[src/rtl/tach_pkg.sv]
// ----------------------------------------------------------------------------
// Tachometer speed package
// Shared widths, register indexes, reset values and the divider request and
// response types.
// ----------------------------------------------------------------------------
package tach_pkg;

  localparam int CHANNEL_COUNT = 4;
  localparam int CH_W          = (CHANNEL_COUNT > 1) ? $clog2(CHANNEL_COUNT) : 1;
  localparam int SPEED_FIELDS  = 4;

  localparam int WEIGHT_W   = 17;
  localparam int SCALE_W    = 24;
  localparam int STAMP_W    = 32;
  localparam int PERIOD_W   = 40;
  localparam int SPEED_W    = 32;
  localparam int ACC_W      = 58;
  localparam int CFG_ADDR_W = 1;
  localparam int CFG_DATA_W = 24;

  localparam logic [CFG_ADDR_W-1:0] REG_WEIGHT = 1'd0;
  localparam logic [CFG_ADDR_W-1:0] REG_SCALE  = 1'd1;

  localparam logic [WEIGHT_W-1:0] WEIGHT_ONE = 17'd65536;
  localparam logic [WEIGHT_W-1:0] WEIGHT_RST = 17'd58982;
  localparam logic [SCALE_W-1:0]  SCALE_RST  = 24'd2617994;
  localparam logic [15:0]         HALF_WORD  = 16'h8000;
  localparam logic [ACC_W-1:0]    ROUND_HALF = 58'd32768;

  typedef logic [PERIOD_W-1:0] period_t;
  typedef logic [SPEED_W-1:0]  speed_t;
  typedef logic [STAMP_W-1:0]  stamp_t;

  typedef struct packed {
    logic    start;
    period_t dividend;
    period_t divisor;
  } div_req_t;

  typedef struct packed {
    logic    done;
    period_t quot;
  } div_rsp_t;

endpackage

[src/rtl/tach_ifs.sv]
// ----------------------------------------------------------------------------
// Tachometer speed channel interfaces
// Valid/ready channels for capture and read items, speed results and
// register writes.
// ----------------------------------------------------------------------------
interface tach_in_if;
  logic        valid;
  logic        ready;
  logic        mode;
  logic [1:0]  channel;
  logic [15:0] capture_low;
  logic [15:0] high_first;
  logic [15:0] high_second;

  modport source (output valid, mode, channel, capture_low, high_first, high_second,
                  input ready);
  modport sink (input valid, mode, channel, capture_low, high_first, high_second,
                output ready);
endinterface

interface tach_out_if;
  logic        valid;
  logic        ready;
  logic [31:0] speed_zero;
  logic [31:0] speed_one;
  logic [31:0] speed_two;
  logic [31:0] speed_three;

  modport source (output valid, speed_zero, speed_one, speed_two, speed_three,
                  input ready);
  modport sink (input valid, speed_zero, speed_one, speed_two, speed_three,
                output ready);
endinterface

interface tach_cfg_if;
  import tach_pkg::*;
  logic                  valid;
  logic                  ready;
  logic [CFG_ADDR_W-1:0] addr;
  logic [CFG_DATA_W-1:0] data;

  modport source (output valid, addr, data, input ready);
  modport sink (input valid, addr, data, output ready);
endinterface

[src/rtl/tach_div.sv]
// ----------------------------------------------------------------------------
// Tachometer serial divider
// Restoring divider that produces one quotient bit per cycle.
// ----------------------------------------------------------------------------
module tach_div (
  input  logic               clk,
  input  logic               rst_n,
  input  tach_pkg::div_req_t req,
  output tach_pkg::div_rsp_t rsp
);
  import tach_pkg::*;

  localparam int DIV_STEPS = PERIOD_W;
  localparam int CNT_W     = $clog2(DIV_STEPS + 1);

  logic             busy_r;
  logic             done_r;
  logic [CNT_W-1:0] cnt_r;
  period_t          rem_r;
  period_t          quo_r;
  period_t          dsr_r;

  logic [PERIOD_W:0] rem_sh;
  logic [PERIOD_W:0] rem_sub;
  logic              ge;

  always_comb begin
    rem_sh  = {rem_r, quo_r[PERIOD_W-1]};
    ge      = (rem_sh >= {1'b0, dsr_r});
    rem_sub = rem_sh - {1'b0, dsr_r};
  end

  always_ff @(posedge clk) begin
    if (!rst_n) begin
      busy_r <= 1'b0;
      done_r <= 1'b0;
      cnt_r  <= '0;
    end else if (req.start) begin
      busy_r <= 1'b1;
      done_r <= 1'b0;
      cnt_r  <= '0;
    end else if (busy_r) begin
      cnt_r <= cnt_r + 1'b1;
      if (cnt_r == CNT_W'(DIV_STEPS - 1)) begin
        busy_r <= 1'b0;
        done_r <= 1'b1;
      end
    end else begin
      done_r <= 1'b0;
    end
  end

  always_ff @(posedge clk) begin
    if (req.start) begin
      rem_r <= '0;
      quo_r <= req.dividend;
      dsr_r <= req.divisor;
    end else if (busy_r) begin
      rem_r <= ge ? rem_sub[PERIOD_W-1:0] : rem_sh[PERIOD_W-1:0];
      quo_r <= {quo_r[PERIOD_W-2:0], ge};
    end
  end

  assign rsp.done = done_r;
  assign rsp.quot = quo_r;

endmodule

[src/rtl/four_channel_tachometer_speed.sv]
// ----------------------------------------------------------------------------
// Four-channel tachometer speed
// Timestamps capture events, smooths each channel's period and turns the
// smoothed periods into speeds on request.
// ----------------------------------------------------------------------------
// A capture transaction occupies the block after acceptance for one step that
// forms the period difference and three passes through a shared 17 by 32 bit
// multiplier that build the moving average. A read transaction walks the
// channels in order; a channel with a nonzero smoothed period goes through the
// one-bit-per-cycle serial divider, a channel with a zero period skips it, and
// a final step loads the result register. If an earlier result still waits
// there, the read holds in its last step until the receiver takes that
// result. The block accepts no item while it works on one, but a finished
// result may wait in its output register while capture transactions are taken.
module four_channel_tachometer_speed (
  input logic        clk,
  input logic        rst_n,
  tach_in_if.sink    in_ch,
  tach_out_if.source out_ch,
  tach_cfg_if.sink   cfg_ch
);
  import tach_pkg::*;

  localparam logic [2:0] ST_IDLE = 3'd0;
  localparam logic [2:0] ST_DIFF = 3'd1;
  localparam logic [2:0] ST_MUL  = 3'd2;
  localparam logic [2:0] ST_RD   = 3'd3;
  localparam logic [2:0] ST_DIV  = 3'd4;
  localparam logic [2:0] ST_FIN  = 3'd5;

  localparam logic [1:0] STEP_LAST = 2'd2;

  logic [2:0]          state_r, state_nxt;
  logic [CH_W-1:0]     cur_r, cur_nxt;
  logic [1:0]          step_r, step_nxt;
  logic [WEIGHT_W-1:0] weight_r;
  logic [SCALE_W-1:0]  scale_r;
  stamp_t              stamp_r;
  stamp_t              diff_r;
  logic [ACC_W-1:0]    acc_r, acc_nxt;
  logic                out_valid_r;

  stamp_t  prev_r [CHANNEL_COUNT];
  period_t per_r  [CHANNEL_COUNT];
  speed_t  last_r [CHANNEL_COUNT];
  speed_t  spd_r  [SPEED_FIELDS];
  speed_t  spd_src [SPEED_FIELDS];

  logic                in_acc;
  logic                chan_ok;
  logic                last_cur;
  logic                out_load;
  logic [15:0]         high_sel;
  stamp_t              stamp_in;
  logic [WEIGHT_W-1:0] w_clamp;
  logic [WEIGHT_W-1:0] w_comp;
  logic [WEIGHT_W-1:0] mul_a;
  logic [31:0]         mul_b;
  logic [48:0]         prod;
  period_t             per_cur;
  speed_t              speed_sat;

  div_req_t div_req;
  div_rsp_t div_rsp;

  tach_div u_div (
    .clk   (clk),
    .rst_n (rst_n),
    .req   (div_req),
    .rsp   (div_rsp)
  );

  assign in_ch.ready  = (state_r == ST_IDLE);
  assign cfg_ch.ready = 1'b1;
  assign in_acc       = in_ch.valid && in_ch.ready;
  assign chan_ok      = (32'(in_ch.channel) < CHANNEL_COUNT);
  assign last_cur     = (cur_r == CH_W'(CHANNEL_COUNT - 1));
  assign per_cur      = per_r[cur_r];

  assign high_sel = ((in_ch.high_first != in_ch.high_second) &&
                     (in_ch.capture_low < HALF_WORD)) ? in_ch.high_second
                                                      : in_ch.high_first;
  assign stamp_in = {high_sel, in_ch.capture_low};

  assign w_clamp = (weight_r > WEIGHT_ONE) ? WEIGHT_ONE : weight_r;
  assign w_comp  = WEIGHT_ONE - w_clamp;

  always_comb begin
    case (step_r)
      2'd0: begin
        mul_a = w_clamp;
        mul_b = diff_r;
      end
      2'd1: begin
        mul_a = w_comp;
        mul_b = per_cur[31:0];
      end
      default: begin
        mul_a = w_comp;
        mul_b = {24'd0, per_cur[PERIOD_W-1:32]};
      end
    endcase
  end

  assign prod = 49'(mul_a) * 49'(mul_b);

  always_comb begin
    case (step_r)
      2'd0:    acc_nxt = (ACC_W'(prod) << 8) + ROUND_HALF;
      2'd1:    acc_nxt = acc_r + ACC_W'(prod);
      default: acc_nxt = acc_r + (ACC_W'(prod) << 32);
    endcase
  end

  assign div_req.start    = (state_r == ST_RD) && (per_cur != '0);
  assign div_req.dividend = {scale_r, 16'd0};
  assign div_req.divisor  = per_cur;

  assign speed_sat = (div_rsp.quot[PERIOD_W-1:SPEED_W] != '0) ? '1
                                                              : div_rsp.quot[SPEED_W-1:0];

  assign out_load = (state_r == ST_FIN) && (!out_valid_r || out_ch.ready);

  always_comb begin
    state_nxt = state_r;
    cur_nxt   = cur_r;
    step_nxt  = step_r;
    case (state_r)
      ST_IDLE: begin
        if (in_acc) begin
          if (in_ch.mode) begin
            cur_nxt   = '0;
            state_nxt = ST_RD;
          end else if (chan_ok) begin
            cur_nxt   = CH_W'(in_ch.channel);
            state_nxt = ST_DIFF;
          end
        end
      end
      ST_DIFF: begin
        step_nxt  = '0;
        state_nxt = ST_MUL;
      end
      ST_MUL: begin
        step_nxt = step_r + 1'b1;
        if (step_r == STEP_LAST) begin
          state_nxt = ST_IDLE;
        end
      end
      ST_RD: begin
        if (per_cur != '0) begin
          state_nxt = ST_DIV;
        end else if (last_cur) begin
          state_nxt = ST_FIN;
        end else begin
          cur_nxt = cur_r + 1'b1;
        end
      end
      ST_DIV: begin
        if (div_rsp.done) begin
          if (last_cur) begin
            state_nxt = ST_FIN;
          end else begin
            cur_nxt   = cur_r + 1'b1;
            state_nxt = ST_RD;
          end
        end
      end
      ST_FIN: begin
        if (out_load) begin
          state_nxt = ST_IDLE;
        end
      end
      default: state_nxt = ST_IDLE;
    endcase
  end

  always_ff @(posedge clk) begin
    if (!rst_n) begin
      state_r     <= ST_IDLE;
      cur_r       <= '0;
      step_r      <= '0;
      out_valid_r <= 1'b0;
      weight_r    <= WEIGHT_RST;
      scale_r     <= SCALE_RST;
      for (int i = 0; i < CHANNEL_COUNT; i++) begin
        prev_r[i] <= '0;
        per_r[i]  <= '0;
        last_r[i] <= '1;
      end
    end else begin
      state_r <= state_nxt;
      cur_r   <= cur_nxt;
      step_r  <= step_nxt;
      if (out_load) begin
        out_valid_r <= 1'b1;
      end else if (out_ch.ready) begin
        out_valid_r <= 1'b0;
      end
      if (cfg_ch.valid) begin
        case (cfg_ch.addr)
          REG_WEIGHT: weight_r <= cfg_ch.data[WEIGHT_W-1:0];
          REG_SCALE:  scale_r  <= cfg_ch.data[SCALE_W-1:0];
          default: ;
        endcase
      end
      if (state_r == ST_DIFF) begin
        prev_r[cur_r] <= stamp_r;
      end
      if ((state_r == ST_MUL) && (step_r == STEP_LAST)) begin
        per_r[cur_r] <= acc_nxt[PERIOD_W+15:16];
      end
      if ((state_r == ST_DIV) && div_rsp.done) begin
        last_r[cur_r] <= speed_sat;
      end
    end
  end

  always_ff @(posedge clk) begin
    if (in_acc) begin
      stamp_r <= stamp_in;
    end
    if (state_r == ST_DIFF) begin
      diff_r <= stamp_r - prev_r[cur_r];
    end
    if (state_r == ST_MUL) begin
      acc_r <= acc_nxt;
    end
    if (out_load) begin
      for (int i = 0; i < SPEED_FIELDS; i++) begin
        spd_r[i] <= spd_src[i];
      end
    end
  end

  for (genvar g = 0; g < SPEED_FIELDS; g++) begin : g_spd
    if (g < CHANNEL_COUNT) begin : g_used
      assign spd_src[g] = last_r[g];
    end else begin : g_none
      assign spd_src[g] = '0;
    end
  end

  assign out_ch.valid       = out_valid_r;
  assign out_ch.speed_zero  = spd_r[0];
  assign out_ch.speed_one   = spd_r[1];
  assign out_ch.speed_two   = spd_r[2];
  assign out_ch.speed_three = spd_r[3];

  a_out_from_fin: assert property (@(posedge clk) disable iff (!rst_n)
    $rose(out_valid_r) |-> $past(state_r) == ST_FIN)
    else $error("Result became valid outside the result load state.");

  a_div_done_in_div: assert property (@(posedge clk) disable iff (!rst_n)
    div_rsp.done |-> state_r == ST_DIV)
    else $error("Divider finished while the sequencer was not waiting on it.");

  a_mul_steps: assert property (@(posedge clk) disable iff (!rst_n)
    state_r == ST_MUL |-> step_r != 2'd3)
    else $error("Multiply sequence ran past its last step.");

endmodule
[src/flat_wrapper.sv]
// flat-port wrapper written by rule: the top's interface ports become plain ports
module four_channel_tachometer_speed_flat import tach_pkg::*;
  (clk, rst_n, in_ch_valid, in_ch_mode, in_ch_channel, in_ch_capture_low, in_ch_high_first, in_ch_high_second, in_ch_ready, out_ch_valid, out_ch_speed_zero, out_ch_speed_one, out_ch_speed_two, out_ch_speed_three, out_ch_ready, cfg_ch_valid, cfg_ch_addr, cfg_ch_data, cfg_ch_ready);
  tach_in_if in_ch_i ();
  tach_out_if out_ch_i ();
  tach_cfg_if cfg_ch_i ();
  input logic clk;
  input logic rst_n;
  input wire logic [$bits(in_ch_i.valid)-1:0] in_ch_valid;
  input wire logic [$bits(in_ch_i.mode)-1:0] in_ch_mode;
  input wire logic [$bits(in_ch_i.channel)-1:0] in_ch_channel;
  input wire logic [$bits(in_ch_i.capture_low)-1:0] in_ch_capture_low;
  input wire logic [$bits(in_ch_i.high_first)-1:0] in_ch_high_first;
  input wire logic [$bits(in_ch_i.high_second)-1:0] in_ch_high_second;
  output wire logic [$bits(in_ch_i.ready)-1:0] in_ch_ready;
  output wire logic [$bits(out_ch_i.valid)-1:0] out_ch_valid;
  output wire logic [$bits(out_ch_i.speed_zero)-1:0] out_ch_speed_zero;
  output wire logic [$bits(out_ch_i.speed_one)-1:0] out_ch_speed_one;
  output wire logic [$bits(out_ch_i.speed_two)-1:0] out_ch_speed_two;
  output wire logic [$bits(out_ch_i.speed_three)-1:0] out_ch_speed_three;
  input wire logic [$bits(out_ch_i.ready)-1:0] out_ch_ready;
  input wire logic [$bits(cfg_ch_i.valid)-1:0] cfg_ch_valid;
  input wire logic [$bits(cfg_ch_i.addr)-1:0] cfg_ch_addr;
  input wire logic [$bits(cfg_ch_i.data)-1:0] cfg_ch_data;
  output wire logic [$bits(cfg_ch_i.ready)-1:0] cfg_ch_ready;
  assign in_ch_i.valid = in_ch_valid;
  assign in_ch_i.mode = in_ch_mode;
  assign in_ch_i.channel = in_ch_channel;
  assign in_ch_i.capture_low = in_ch_capture_low;
  assign in_ch_i.high_first = in_ch_high_first;
  assign in_ch_i.high_second = in_ch_high_second;
  assign in_ch_ready = in_ch_i.ready;
  assign out_ch_valid = out_ch_i.valid;
  assign out_ch_speed_zero = out_ch_i.speed_zero;
  assign out_ch_speed_one = out_ch_i.speed_one;
  assign out_ch_speed_two = out_ch_i.speed_two;
  assign out_ch_speed_three = out_ch_i.speed_three;
  assign out_ch_i.ready = out_ch_ready;
  assign cfg_ch_i.valid = cfg_ch_valid;
  assign cfg_ch_i.addr = cfg_ch_addr;
  assign cfg_ch_i.data = cfg_ch_data;
  assign cfg_ch_ready = cfg_ch_i.ready;
  four_channel_tachometer_speed u_core (.clk(clk), .rst_n(rst_n), .in_ch(in_ch_i), .out_ch(out_ch_i), .cfg_ch(cfg_ch_i));
endmodule
[config.mk]
export PLATFORM = sky130hd
export DESIGN_NAME = four_channel_tachometer_speed_flat
export DESIGN_NICKNAME = d
export VERILOG_FILES = /design/src/rtl/tach_pkg.sv /design/src/rtl/tach_ifs.sv /design/src/rtl/tach_div.sv /design/src/rtl/four_channel_tachometer_speed.sv /design/src/flat_wrapper.sv
export SDC_FILE = /design/constraint.sdc
export NUM_CORES = 2
export LEC_CHECK = 0
export BUFFER_PORTS_ARGS = -buffer_cell sky130_fd_sc_hd__buf_4
export CAP_MARGIN = 10
export CORE_UTILIZATION = 57
export DETAILED_ROUTE_END_ITERATION = 10
export PLACE_DENSITY = 0.74
export SLEW_MARGIN = 30
export SYNTH_ARGS = -nofsm -noshare
export SYNTH_HDL_FRONTEND = slang
export SYNTH_SLANG_ARGS = --single-unit
[constraint.sdc]
create_clock -name clk -period 13.5 [get_ports clk]
set_input_delay 2.7 -clock clk [delete_from_list [all_inputs] [get_ports clk]]
set_output_delay 2.7 -clock clk [all_outputs]
set_load 0.01 [all_outputs]
# Word level (Yosys, flattened, before mapping)
# Memories as Yosys holds them, arrays and structs flattened. A register that Yosys moved wholly into a read port is not among the register bits.
# Index checks and enable logic that the tools add are counted.
dict set report word_totals {
  regBits 299
  ram_bits 544
  in_bits 81
  elab_cells 132
  memories 4
}
dict set report op_classes {
  add_sub_neg 9
  multipliers 1
  magnitude_cmp 3
  eq_ne 16
  muxes 55
  bitwise_logic 3
  n_reduce_logical 25
}
# memory words width read_ports rd_ports_with_merged_regs wr line
set mem_list {}
lappend mem_list {u_core.per_r 4 40 1 1 4 four_channel_tachometer_speed.sv:44} ;# period_t per_r [CHANNEL_COUNT];
lappend mem_list {u_core.last_r 4 32 4 0 4 four_channel_tachometer_speed.sv:45} ;# speed_t last_r [CHANNEL_COUNT];
lappend mem_list {u_core.prev_r 4 32 1 1 4 four_channel_tachometer_speed.sv:43} ;# stamp_t prev_r [CHANNEL_COUNT];
lappend mem_list {u_core.spd_r 4 32 4 0 4 four_channel_tachometer_speed.sv:46} ;# speed_t spd_r [SPEED_FIELDS];
# cell count
set ops {}
lappend ops {{two-way mux 40 bit} 4}
lappend ops {{one-hot mux 58 bit (2 select lines)} 1}
lappend ops {{two-way mux 32 bit} 3}
lappend ops {{one-hot mux 32 bit (2 select lines)} 1}
lappend ops {{OR reduction 32 bit} 2}
lappend ops {{adder 57 x 16 -> 58 bit, second input constant} 1}
lappend ops {{adder 58 x 49 -> 58 bit} 1}
lappend ops {{adder 58 bit} 1}
lappend ops {{multiplier 17 x 32 -> 49 bit} 1}
lappend ops {{>= comparator 41 x 40 -> 1 bit} 1}
lappend ops {{nonzero test 40 bit} 1}
lappend ops {{OR reduction 40 bit} 1}
lappend ops {{subtractor 40 bit} 1}
lappend ops {{two-way mux 17 bit} 2}
lappend ops {{subtractor 32 bit} 1}
lappend ops {{two-way mux 2 bit} 13}
lappend ops {{two-way mux 3 bit} 7}
lappend ops {{two-way mux 1 bit} 20}
lappend ops {{one-hot mux 3 bit (6 select lines)} 1}
lappend ops {{greater-than comparator 17 bit, second input constant} 1}
lappend ops {{subtractor 17 bit, first input constant} 1}
lappend ops {{< comparator 16 bit, second input constant} 1}
lappend ops {{two-way mux 16 bit} 1}
lappend ops {{inequality test 16 bit} 1}
lappend ops {{other kinds (27)} 44}

# Depth between registers and ports, before layout
dict set report logic_depth {
  depth_word 8
  mapped_depth 45
  mapped_depth_nobuf 42
}

# Modules after synthesis
# From an unflattened synthesis, not the netlist that was laid out.
dict set report hier_totals {
  cells_unflattened 5819
  area_unflattened_um2 59915.0
}
# mod instances cells_per_inst area_per_inst_um2 seq_area_each_um2
set by_module_without_submodules {}
lappend by_module_without_submodules {four_channel_tachometer_speed 1 5041 52365.2 20960.1}
lappend by_module_without_submodules {tach_div 1 778 7549.7 3363.2}

# Worst setup path after synthesis
# No wires, ideal clock.
dict set report synth_path {
  path_kind {register to register}
  from {register u_core.weight_r[2]}
  to {memory u_core.per_r[0][38] (netlist bit), data pin}
  setup_time_ns 0.282
  arrival_ns 10.106
  required_time_ns 13.218
  slack_ns 3.112
  stages_incl_launch_ff 41
  path_buffers 2
  synth_period_minus_slack_ns 10.388
  cell_sequence {dfxtp_1 -> nor4_1 -> nand3_1 -> o21a_1 -> o31ai_1 -> a21oi_1 -> o32ai_1 -> clkbuf_1 -> nand2_1 -> fa_1 -> inv_1 -> fa_1 -> inv_1 -> fa_1 -> inv_1 -> fa_1 -> inv_1 -> fa_1 -> (+5 left out) -> or4_4 -> nor2_4 -> and3b_1 -> a311oi_1 -> and3_4 -> nor2_1 -> ha_1 -> a21o_1 -> a21oi_1 -> o21bai_1 -> a21o_1 -> a21o_1 -> a31o_2 -> a2111o_1 -> o21ai_1 -> xnor2_1 -> a222oi_1 -> a21oi_1}
}
# element line
set synth_lines {}
lappend synth_lines {{start, declared} four_channel_tachometer_speed.sv:36} ;# logic [WEIGHT_W-1:0] weight_r;
lappend synth_lines {{start signal, assigned} four_channel_tachometer_speed.sv:202} ;# REG_WEIGHT: weight_r <= cfg_ch.data[WEIGHT_W-1:0];
lappend synth_lines {{end, declared} four_channel_tachometer_speed.sv:44}

==> impl_results.md <==
- Status: complete, no violations
- CTS sink count: 843
- Detail Placement HPWL: 128,000 um
- Most used cell, CP: fa_1
- Finish-stage setup viols: 0
- Post-route DRC: 0
- Post-Synth Simple-Gate Area: 14.7%
- Routed len/inst: 22.8 um
- Full die area: 106,000 um2
- Most frequent cell after synthesis: nand2_1
- Final cell count without fillers: 7,482
- Post-CTS Setup Bufs: 0
- Synth warn: 0
- Period utilisation layout: 93.2%
- Worst endpoint required time: 13.89 ns
- Critical path arrival: 12.97 ns
- Share of the synthesized area in the top cell type: 36.7%
- Initial antenna violation count: 4
- RSZ-0062 raised after global routing: no
- Clock Skew: 0.0508 ns
- Synth top cells by count: 927 x nand2_1, 832 x inv_1, 728 x edfxtp_1
- Setup TNS: 0 ns
- Xor/xnor share of the synthesized area: 3.04%
- Mux cell area share after synthesis: 3.42%
- Final Hold Viols: 0
- CTS resizes: 0
- Post-synthesis compound-gate area fraction: 10.2%
- WP buf/inv: 5
- TritonCTS buffer count: 88
- First-pass GRT wire length: 262,000 um
- Slew Limit Headroom: 25.0%
- Die Ht: 325 um
- Pre-antenna DRT Iters: 8
- CTS hold repair buffers: 0
- Crit Path Max Fanout: 24
- Post-synth EDFFs: 728
- Vias in the first global route: 44,800
- Area Overhead vs Synth: 11.4%
- CP max-delay cell: a2111oi_0
- Clk buf depth: 3
- Final min period: 12.58 ns
- Worst slew pin tran: 1.12 ns
- Synth unique cells: 110
- Post-Syn Nets: 6,675
- CTS root buffer: clkbuf_16
- Dpl cells: 7,316
- Largest family of logic cells by synthesized area: adder cells
- ANT nets after route: 0
- Vias/cell: 6.01
- Worst path top cell family by delay: adder cells
- Final slew viol count: 0
- Seq/Total Area, Yosys: 40.6%
- CTS tree: done
- CP endpoint kind: flip-flop
- Multi-input gate area: 31,500 um2
- Fillcell total: 8,183
- Ys flop type: edfxtp_1
- Top post-synthesis cells by area: edfxtp_1 37%, fa_1 15%, nand2_1 5.8%, ha_1 5.8%, inv_1 5.2%
- CP Launch Type: flip-flop
- # rows: 118
- Async set-or-reset flop fraction in the synthesized netlist: 0%
- Layout Nets: 6,835
- Crit path kind: flip-flop to flip-flop
- Clock transition at path regs: 0.06 ns
- # IOs: 212
- Starting density of the core: 57.5%
- Max Clk Rate: 79.5 MHz
- Layout cells sized above 1: 11.1%
- Largest stage delay on the critical path: 0.83 ns
- Largest net degree at the start of global routing: 94
- Yosys reg bits: 843
- Post-Syn Instances: 5,867
- 1st-iter DRT viols: 4,753
- Overall Global Routing Usage: 32.5%
- Netlist Area Pre-Place: 59,500 um2
- Core box area: 103,000 um2
- Via count: 45,000
- PortBufs: 210
- Tightest Hold Check Type: flip-flop to flip-flop
- Clk_lat worst skew: 0.71 ns
- GRT overflow: 0
- Routed WL: 171,000 um
- Die width: 325 um
- Mean Syn Cell Area: 10.1 um2
- H-tree depth: 3
- Post-Synth Adder-Cell Area: 21.0%
- Post-synth top area cell: edfxtp_1
- Sequential cell area: 24,200 um2
- Routability congestion estimate: 1.04
- Max-cap violations: 0
==> metal layers <==
layer / vias to the layer above / share of wire, % / global-route usage (%)
met5: - / 0.0076 / 0
met4: 2 / 5.6 / 15.9
met3: 425 / 9.6 / 6.01
met2: 2388 / 46 / 51.6
met1: 22000 / 39 / 43.2
li1: 20100 / - / -
==> layout make-up <==
class	count	share of cell area (%)
Clock inverter	55	1.08
Antenna cell	3	0.0113
Timing Repair Buffer	337	4.09
Inverter	836	4.73
Clock buffer	107	3.55
Tap cell	1380	2.60
Sequential cell	843	36.5
Multi-Input combinational cell	3921	47.5
==> worst paths after layout <==
path | to | from | slack, ns | cells after the start
setup / recovery | u_core.per_r[0][34] | u_core.weight_r[2] | 0.92 | 34
hold / removal | u_core.spd_r[2][19] | u_core.last_r[2][19] | 0.41 | 0
setup reg to reg | u_core.per_r[0][34] | u_core.weight_r[2] | 0.92 | 34
hold reg to reg | u_core.spd_r[2][19] | u_core.last_r[2][19] | 0.41 | 0
==> layout by cell type (no fill, tap or decap), drive strengths merged, types with 35 or more instances in the layout <==
master	netlist	final
dfxtp	115	115
nand2	927	927
mux4	72	72
nor2b	38	38
o21ai	179	179
a21o	97	97
nand4	56	56
xor2	55	55
inv	834	840
nor2	534	534
buf	44	337
a311oi	43	43
clkbuf	223	107
a21oi	222	222
nor3	66	66
fa	453	453
ha	274	274
edfxtp	728	728
clkinv	2	35
and2	100	100
nand3	79	79
o21a	38	38
nor4	38	38
xnor2	151	151
==> state kept, by name (all words and copies together) (netlist names), named ones only <==
signal,count
u_core.u_div.busy_r,1
u_core.prev_r,128
u_core.weight_r,17
u_core.step_r,2
u_core.u_div.dsr_r,40
u_core.scale_r,24
u_core.last_r,128
u_core.acc_r,56
u_core.state_r,3
u_core.u_div.cnt_r,6
u_core.u_div.done_r,1
u_core.per_r,160
u_core.spd_r,128
u_core.out_ch.valid,1
u_core.stamp_r,32
u_core.u_div.rem_r,40
u_core.cur_r,2
u_core.u_div.quo_r,40
u_core.diff_r,32
==> cells by family after synthesis <==
| group | count (synthesis) |
|---|---|
| simple gates | 1981 |
| buf+inv | 1103 |
| compound gates | 895 |
| flops | 843 |
| fa+ha+maj | 727 |
| xor+xnor | 206 |
| mux | 111 |
| other cells | 1 |
==> metrics by stage <==
step / worst slack (ns) / util (%) / cell area, um2 / hold slack (ns)
detailed placement: 1.40 / 61.1 / 63200 / 0.405
CTS: 1.32 / 64.0 / 66300 / 0.415
floorplan: 3.11 / - / 59500 / 0.400
global placement: 1.52 / 60.8 / 63000 / 0.401
finish: 0.921 / 64.1 / 66300 / 0.411
global route: 0.428 / 64.1 / 66300 / 0.420
Power is not shown: default switching activity piles up to over one toggle a cycle in this logic, so the estimate is an artifact.
